--- src/i16mm_pkg.sv ---
// Shared types and constants for the int16 4x4 matrix-product tile.
// No dependencies.
`default_nettype none

package i16mm_pkg;

  localparam int unsigned TileDim   = 4;
  localparam int unsigned TileCells = TileDim * TileDim;
  localparam int unsigned CellW     = $clog2(TileCells);
  localparam int unsigned DimW      = $clog2(TileDim);

  typedef logic [31:0] pair_t;
  typedef logic [31:0] word_t;
  typedef logic [CellW-1:0] cell_idx_t;

  typedef pair_t [TileDim-1:0] pair_vec_t;
  // Two 32-bit products (low halves, high halves) for each tile cell.
  typedef word_t [TileCells-1:0][1:0] prod_arr_t;

  // Control that travels beside the product stage.
  typedef struct packed {
    logic valid;
    logic last;
  } stage_ctl_t;

  localparam cell_idx_t LastCell = cell_idx_t'(TileCells - 1);

endpackage

`default_nettype wire

--- src/i16mm_if.sv ---
// Stream interfaces for the int16 4x4 matrix-product tile.
// Depends on i16mm_pkg.
`default_nettype none


interface i16mm_out_if;
  logic               valid;
  logic               ready;
  logic [1:0]         tile_row;
  logic [1:0]         tile_col;
  logic signed [31:0] dot_sum;
  logic               last_of_tile;

  modport source (
    output valid, tile_row, tile_col, dot_sum, last_of_tile,
    input  ready
  );
  modport sink (
    input  valid, tile_row, tile_col, dot_sum, last_of_tile,
    output ready
  );
endinterface

`default_nettype wire

--- src/i16mm_acc.sv ---
// Sixteen wrapping accumulators and the drain buffer that streams the sums.
// Depends on i16mm_pkg and i16mm_out_if.
`default_nettype none

module i16mm_acc (
  input  wire logic                  clk_i,
  input  wire logic                  rst_ni,
  input  wire i16mm_pkg::stage_ctl_t ctl_i,
  input  wire i16mm_pkg::prod_arr_t  prod_i,
  output logic                       stall_o,
  i16mm_out_if.source                out_o
);
  import i16mm_pkg::*;

  word_t [TileCells-1:0] acc_d, acc_q;
  word_t [TileCells-1:0] sum;
  word_t [TileCells-1:0] drain_d, drain_q;
  cell_idx_t             cnt_d, cnt_q;
  logic                  busy_d, busy_q;
  logic                  capture, pop;

  // A tile end must wait until the previous tile has fully drained.
  assign stall_o = ctl_i.valid && ctl_i.last && busy_q;
  assign capture = ctl_i.valid && ctl_i.last && !busy_q;
  assign pop     = busy_q && out_o.ready;

  always_comb begin
    for (int k = 0; k < TileCells; k++) begin
      sum[k] = acc_q[k] + prod_i[k][0] + prod_i[k][1];
    end
  end

  always_comb begin
    acc_d = acc_q;
    if (capture) begin
      acc_d = '0;
    end else if (ctl_i.valid && !stall_o) begin
      acc_d = sum;
    end
  end

  always_comb begin
    busy_d  = busy_q;
    cnt_d   = cnt_q;
    drain_d = drain_q;
    if (capture) begin
      busy_d  = 1'b1;
      cnt_d   = '0;
      drain_d = sum;
    end else if (pop) begin
      cnt_d = cnt_q + cell_idx_t'(1);
      for (int k = 0; k < TileCells - 1; k++) begin
        drain_d[k] = drain_q[k+1];
      end
      if (cnt_q == LastCell) begin
        busy_d = 1'b0;
      end
    end
  end

  always_ff @(posedge clk_i or negedge rst_ni) begin
    if (!rst_ni) begin
      acc_q  <= '0;
      busy_q <= 1'b0;
      cnt_q  <= '0;
    end else begin
      acc_q  <= acc_d;
      busy_q <= busy_d;
      cnt_q  <= cnt_d;
    end
  end

  always_ff @(posedge clk_i) begin
    drain_q <= drain_d;
  end

  assign out_o.valid        = busy_q;
  assign out_o.tile_row     = cnt_q[CellW-1:DimW];
  assign out_o.tile_col     = cnt_q[DimW-1:0];
  assign out_o.dot_sum      = $signed(drain_q[0]);
  assign out_o.last_of_tile = (cnt_q == LastCell);

endmodule

`default_nettype wire

--- src/flat_wrapper.sv ---
// flat-port wrapper written by rule: the top's interface ports become plain ports
module i16mm_acc_flat import i16mm_pkg::*;
  (clk_i, rst_ni, ctl_i, prod_i, stall_o, out_o_valid, out_o_tile_row, out_o_tile_col, out_o_dot_sum, out_o_last_of_tile, out_o_ready);
  i16mm_out_if out_o_i ();
  input  wire logic clk_i;
  input  wire logic rst_ni;
  input  wire i16mm_pkg::stage_ctl_t ctl_i;
  input  wire i16mm_pkg::prod_arr_t prod_i;
  output logic stall_o;
  output wire logic [$bits(out_o_i.valid)-1:0] out_o_valid;
  output wire logic [$bits(out_o_i.tile_row)-1:0] out_o_tile_row;
  output wire logic [$bits(out_o_i.tile_col)-1:0] out_o_tile_col;
  output wire logic [$bits(out_o_i.dot_sum)-1:0] out_o_dot_sum;
  output wire logic [$bits(out_o_i.last_of_tile)-1:0] out_o_last_of_tile;
  input wire logic [$bits(out_o_i.ready)-1:0] out_o_ready;
  assign out_o_valid = out_o_i.valid;
  assign out_o_tile_row = out_o_i.tile_row;
  assign out_o_tile_col = out_o_i.tile_col;
  assign out_o_dot_sum = out_o_i.dot_sum;
  assign out_o_last_of_tile = out_o_i.last_of_tile;
  assign out_o_i.ready = out_o_ready;
  i16mm_acc u_core (.clk_i(clk_i), .rst_ni(rst_ni), .ctl_i(ctl_i), .prod_i(prod_i), .stall_o(stall_o), .out_o(out_o_i));
endmodule
--- config.mk ---
export PLATFORM = sky130hd
export DESIGN_NAME = i16mm_acc_flat
export DESIGN_NICKNAME = d
export VERILOG_FILES = /design/src/i16mm_pkg.sv /design/src/i16mm_if.sv /design/src/i16mm_acc.sv /design/src/flat_wrapper.sv
export SDC_FILE = /design/constraint.sdc
export NUM_CORES = 2
export LEC_CHECK = 0
export BUFFER_PORTS_ARGS = -buffer_cell sky130_fd_sc_hd__buf_2
export CAP_MARGIN = 30
export CORE_AREA = 2 2 421 423
export CTS_BUF_LIST = sky130_fd_sc_hd__clkbuf_16
export CTS_CLUSTER_DIAMETER = 150
export CTS_CLUSTER_SIZE = 8
export DETAILED_ROUTE_END_ITERATION = 12
export DIE_AREA = 0 0 423 425
export GPL_TIMING_DRIVEN = 0
export PLACE_DENSITY = 0.64
export SYNTH_ARGS = -nofsm -noshare
export SYNTH_HDL_FRONTEND = slang
export SYNTH_SLANG_ARGS = --single-unit
--- constraint.sdc ---
create_clock -name clk_i -period 17 [get_ports clk_i]
set_clock_uncertainty 0.1 [all_clocks]
set_input_delay 1.7 -clock clk_i [delete_from_list [all_inputs] [get_ports clk_i]]
set_output_delay 1.7 -clock clk_i [all_outputs]
set_load 0.02 [all_outputs]
**Word-level counts from Yosys, hierarchy flattened**

Cells that the tools add are included.

- Div/mod/pow operators: 0
- Shifts and indexed selects: 0
- Reductions and logical operators: 11
- Magnitude comparators: 0
- Add/subtract/negate cells: 33
- Bitwise logic cells: 0
- Multiply operators: 0
- Eq/ne operators: 1
- Mux-type cells: 9

Operators by type and width:

| operator | number |
|---|---|
| adder 32 bit | 32 |
| 2-to-1 mux 512 bit | 2 |
| 2-to-1 mux 480 bit | 2 |
| 2-to-1 mux 4 bit | 2 |
| nonzero test 2 bit | 3 |
| logical AND 1 bit | 5 |
| adder 4 x 1 -> 4 bit, second input constant | 1 |
| equality test 4 bit, second input constant | 1 |
| 2-to-1 mux 1 bit | 3 |
| zero test 1 bit | 2 |
| AND reduction 2 bit | 1 |

- Logic and storage cells: 88
- Bits of input ports: 1,029
- Bits in read-only memories: 0
- Memories kept: 0
- Register bits: 1,029
- Bits in writable memories: 0
- Latch bits: 0

**Logic depth before layout (Yosys ltp)**

- Word-level depth: 6
- Gate-level depth with buffers: 15

**Least setup slack after synthesis**

Ideal clock, no wire load.

- Path kind: in2reg
- From: input port ctl_i[1] (netlist bit)
- To: register u_core.drain_q[100] (netlist bit) (enable)
- Arrival: 10.634 ns
- Cell stages on the path: 7
- Setup slack: 2.802 ns
- Path buffers: 4
- Cells stage by stage: nand2_1 > or2_2 > clkbuf_1 > clkbuf_1 > clkbuf_1 > clkbuf_1 > nand2_1

- Longest elaborated chain between the ends: 3

RTL lines:

| element | RTL line | RTL |
|---|---|---|
| start, declared | flat_wrapper.sv:7 | `input wire i16mm_pkg::stage_ctl_t ctl_i;` |
| logical AND 1 bit (2 in a row) | i16mm_acc.sv:24 | `assign capture = ctl_i.valid && ctl_i.last && !busy_q;` |
| nonzero test 2 bit (no source line) | -- |  |
| end signal, assigned | i16mm_acc.sv:74 | `drain_q <= drain_d;` |
| end, declared | i16mm_acc.sv:17 | `word_t [TileCells-1:0] drain_d, drain_q;` |

Every way passes these cells.
A chain may end at the register's enable or synchronous reset.

**Worst setup path in the final report**

- From: input port ctl_i[1] (netlist bit)
- To: register u_core.drain_q[220] (netlist bit) (enable)

The elaborated chain is that of the path after synthesis.

==> results.cfg <==
[pwr]
p_leak_nw = 39.32
report.power.total_mw = 18.23
power_per_cell_area_mw_per_mm2 = 213.0
worst_ir_drop_vdd_v = 0.00009957

[hold_path]
holdCritPathClass = flip-flop to flip-flop

[global_routing]
grt-ovfl-total = 0
track_usage = 0.3054
antenna_found_initial = 51
vias_in_the_first_global_route = 61032
first_pass_grt_wire_length_mm = 404.1
largest_net_degree_at_the_start_of_global_routing = 105

[cts]
cts_tree = yes
clkSlewWorstSetupHoldPaths_ns = 0.05
cts.htree.levels = 4
clkSinkCount = 1029
postCtsResizedCells = 0
clk_latency_ns = 0.80
inserted_clock_buffers = 146
root_buffer = clkbuf_16
post_cts_hold_fix_bufs = 0
cts_post_setup_buffers_inserted = 0
ctsLongestPathBuffers = 3

[sta]
period_needed_ns = 6.470
maxSlewHeadroom = 0.3011
worst_slew_pin_slew_ns = 1.048
max_clock_freq_ghz = 0.1545
report.final.slew_viol_count = 0
unrepaired_setup_endpoints_after_global_routing = no
finalSetupTns_ns = 0
fin_crit_sh = 0.3806
setup_viol = 0
hold_viol_final = 0

[synthesis]
postSynthRegisterBits = 1029
synthDominantCellAreaShare = 0.2127
synth.top_cells.by_area = edfxtp_1, dfrtp_1, fa_1
synth_edf_count = 512
post-synth-top-area-cell = edfxtp_1
asyncSetResetFlopFracSynth = 0.5024
synth_seq_area_share = 0.3917
synthDistinctLibCells = 92
synth.net_count = 9116
syn_area_per_cell_um2 = 10.19
count_of_yosys_warnings_during_synthesis = 0
mappedNetlistArea_mm2 = 0.07228
yosys_most_used_dff = dfrtp_1
post_synth_inst_count = 7094

[place]
gp_routability_congestion = 0.9760
port_buffers = 1067
placedInstanceArea_mm2 = 0.08112
place.detailed.hpwl_mm = 228.6
dpl.cell_count = 10526

[routing]
vias_per_cell = 5.585
routed-wl-met2_mm = 135.0
wl_per_cell_um = 25.76
top_layer = met5
antenna_left = 0
drc_errors = 0
number_of_iterations_in_the_first_detailed_routing_pass = 5
via_count = 60493
drt_iter0_markers = 5167
wl_met3_mm = 16.39
total_wire_length_mm = 279.0
wl_met1_mm = 112.2

[setup_path]
worst_ep_required_ns = 17.38
arrival_ns = 6.85
timing.critical_path.fanout_max = 70
timing_worst_setup_path_type = primary input to flip-flop
endpoint_kind = flip-flop
critical_path_buf_inv_count = 11
timing.critical_path.from_type = primary input
crit_chain = buf_2, nand2_1, or2_2, clkbuf_1, clkbuf_1, buf_8, clkbuf_1, buf_8, clkbuf_1, nand2_4, buf_16, buf_16, buf_16, buf_16
cpPeakStageDelay_ns = 0.69
critical-path-slowest-cell = clkbuf_1
critical-path-top-delay-family = buffers and inverters

[die]
rows = 154
dieArea_mm2 = 0.1798
start_util = 0.4122
fp.dieW_um = 423
boundaryPins = 1068
fp.coreArea_mm2 = 0.1753
fp.dieH_um = 425

[finish]
final_cells = 10832
postLayoutCellArea_mm2 = 0.08558
final_nets = 10356
area_growth_syn_to_fin_pct = 18.40
final_core_util = 0.4880
drive_above_1_share = 0.1609
num-fill-cells = 16427

[status]
run_status = complete, no violations

[run]
reported_max_cap_violation_count = 0
==> where the power goes <==
| part | switching (mW) | internal [mW] | total [mW] | leakage [nW] |
|---|---|---|---|---|
| Sequential | 0.596 | 3.70 | 4.30 | 11.4 |
| Clock | 1.23 | 1.59 | 2.82 | 2.51 |
| Combinational | 6.79 | 4.32 | 11.1 | 25.4 |
| Total | 8.62 | 9.61 | 18.2 | 39.3 |
==> layer usage <==
| layer | vias to the layer above | global-route usage |
|---|---|---|
| met5 | - | 0 |
| met4 | 6 | 0.1585 |
| met3 | 508 | 0.04519 |
| met2 | 2168 | 0.5101 |
| met1 | 29977 | 0.3849 |
| li1 | 27834 | - |
==> logic make-up after synthesis <==
family	synth area share
flops	0.3917
xor+xnor	0.05926
compound gates	0.1896
simple gates	0.1072
buf+inv	0.02673
mux	0.0004501
fa+ha+maj	0.2251
==> placed cells by master (no fill, tap or decap), drive strengths merged, types with 12 or more instances in the layout <==
cell type	count
xor2	213
a22o	66
o21bai	68
nor2b	33
nand2b	43
a21oi	421
a31o	15
nor2	195
nand2	1255
edfxtp	512
nand4	59
ha	481
o211ai	28
and2	17
clkbuf	426
a21boi	12
o21a	35
a31oi	63
inv	285
a211oi	42
dfrtp	517
or3	15
o21ai	1083
and3	32
and4	16
o31ai	35
diode	37
nand3	93
buf	1126
a41oi	14
xnor2	276
fa	512
a21o	281
nor3	33
==> final timing paths <==
kind / cells past startpoint / slack, ns / startpoint / endpoint
max reg2reg: 12 / 11.12 / u_core.out_o.valid / u_core.drain_q[220]
max: 14 / 10.53 / ctl_i[1] / u_core.drain_q[220]
min: 2 / 0.40 / u_core.acc_q[120] / u_core.acc_q[120]
max in group asynchronous: 4 / 13.94 / rst_ni / u_core.acc_q[351]
min reg2reg: 2 / 0.40 / u_core.acc_q[120] / u_core.acc_q[120]
min in group asynchronous: 1 / 0.84 / rst_ni / u_core.acc_q[110]
==> flip-flops by register name, indices dropped and copies added, names as in the netlist <==
register              cells
u_core.drain_q          480
u_core.out_o.dot_sum     32
u_core.out_o.valid        1
u_core.acc_q            512
u_core.cnt_q              4
==> final cells by class <==
type | count | area (um2) | share of cell area
plain buffers | 311 | 1295 | 0.01513
clock buffers | 149 | 3729 | 0.04357
repair buffers | 1092 | 5903 | 0.06898
well taps | 2340 | 2928 | 0.03421
clock inverters | 120 | 635.6 | 0.007427
multi-input cells | 5583 | 42040 | 0.4912
flip-flops and latches | 1029 | 28310 | 0.3308
inverters | 171 | 641.9 | 0.007501
diodes | 37 | 92.59 | 0.001082
==> Yosys cell counts (all sizes together) (16+ instances only) <==
master / instances
dfrtp: 517
a21oi: 421
edfxtp: 512
nor3: 33
nor2b: 33
nand4: 59
xnor2: 276
ha: 481
nand2b: 43
a22o: 66
fa: 512
inv: 171
clkbuf: 277
a31oi: 63
and4: 16
xor2: 213
a211oi: 42
buf: 34
nor2: 195
nand3: 93
o21bai: 68
nand2: 1255
o211ai: 28
a21o: 281
o31ai: 35
o21ai: 1083
o21a: 35
and3: 32
and2: 17
==> metrics by stage <==
| step | worst slack, ns | hold slack, ns |
|---|---|---|
| finish | 10.53 | 0.3950 |
| CTS | 10.33 | 0.3942 |
| floorplan | 2.802 | 0.3590 |
| global route | 10.25 | 0.4144 |
| global placement | -5.817 | 0.3811 |
| detailed placement | 9.536 | 0.3831 |
==> worst min-delay path, stage by stage, from the launching register on <==
cell and delay, ns:
dfrtp_1 0.35, nand2_1 0.05, o21ai_0 0.06
Power figures use the tool's default switching activity.
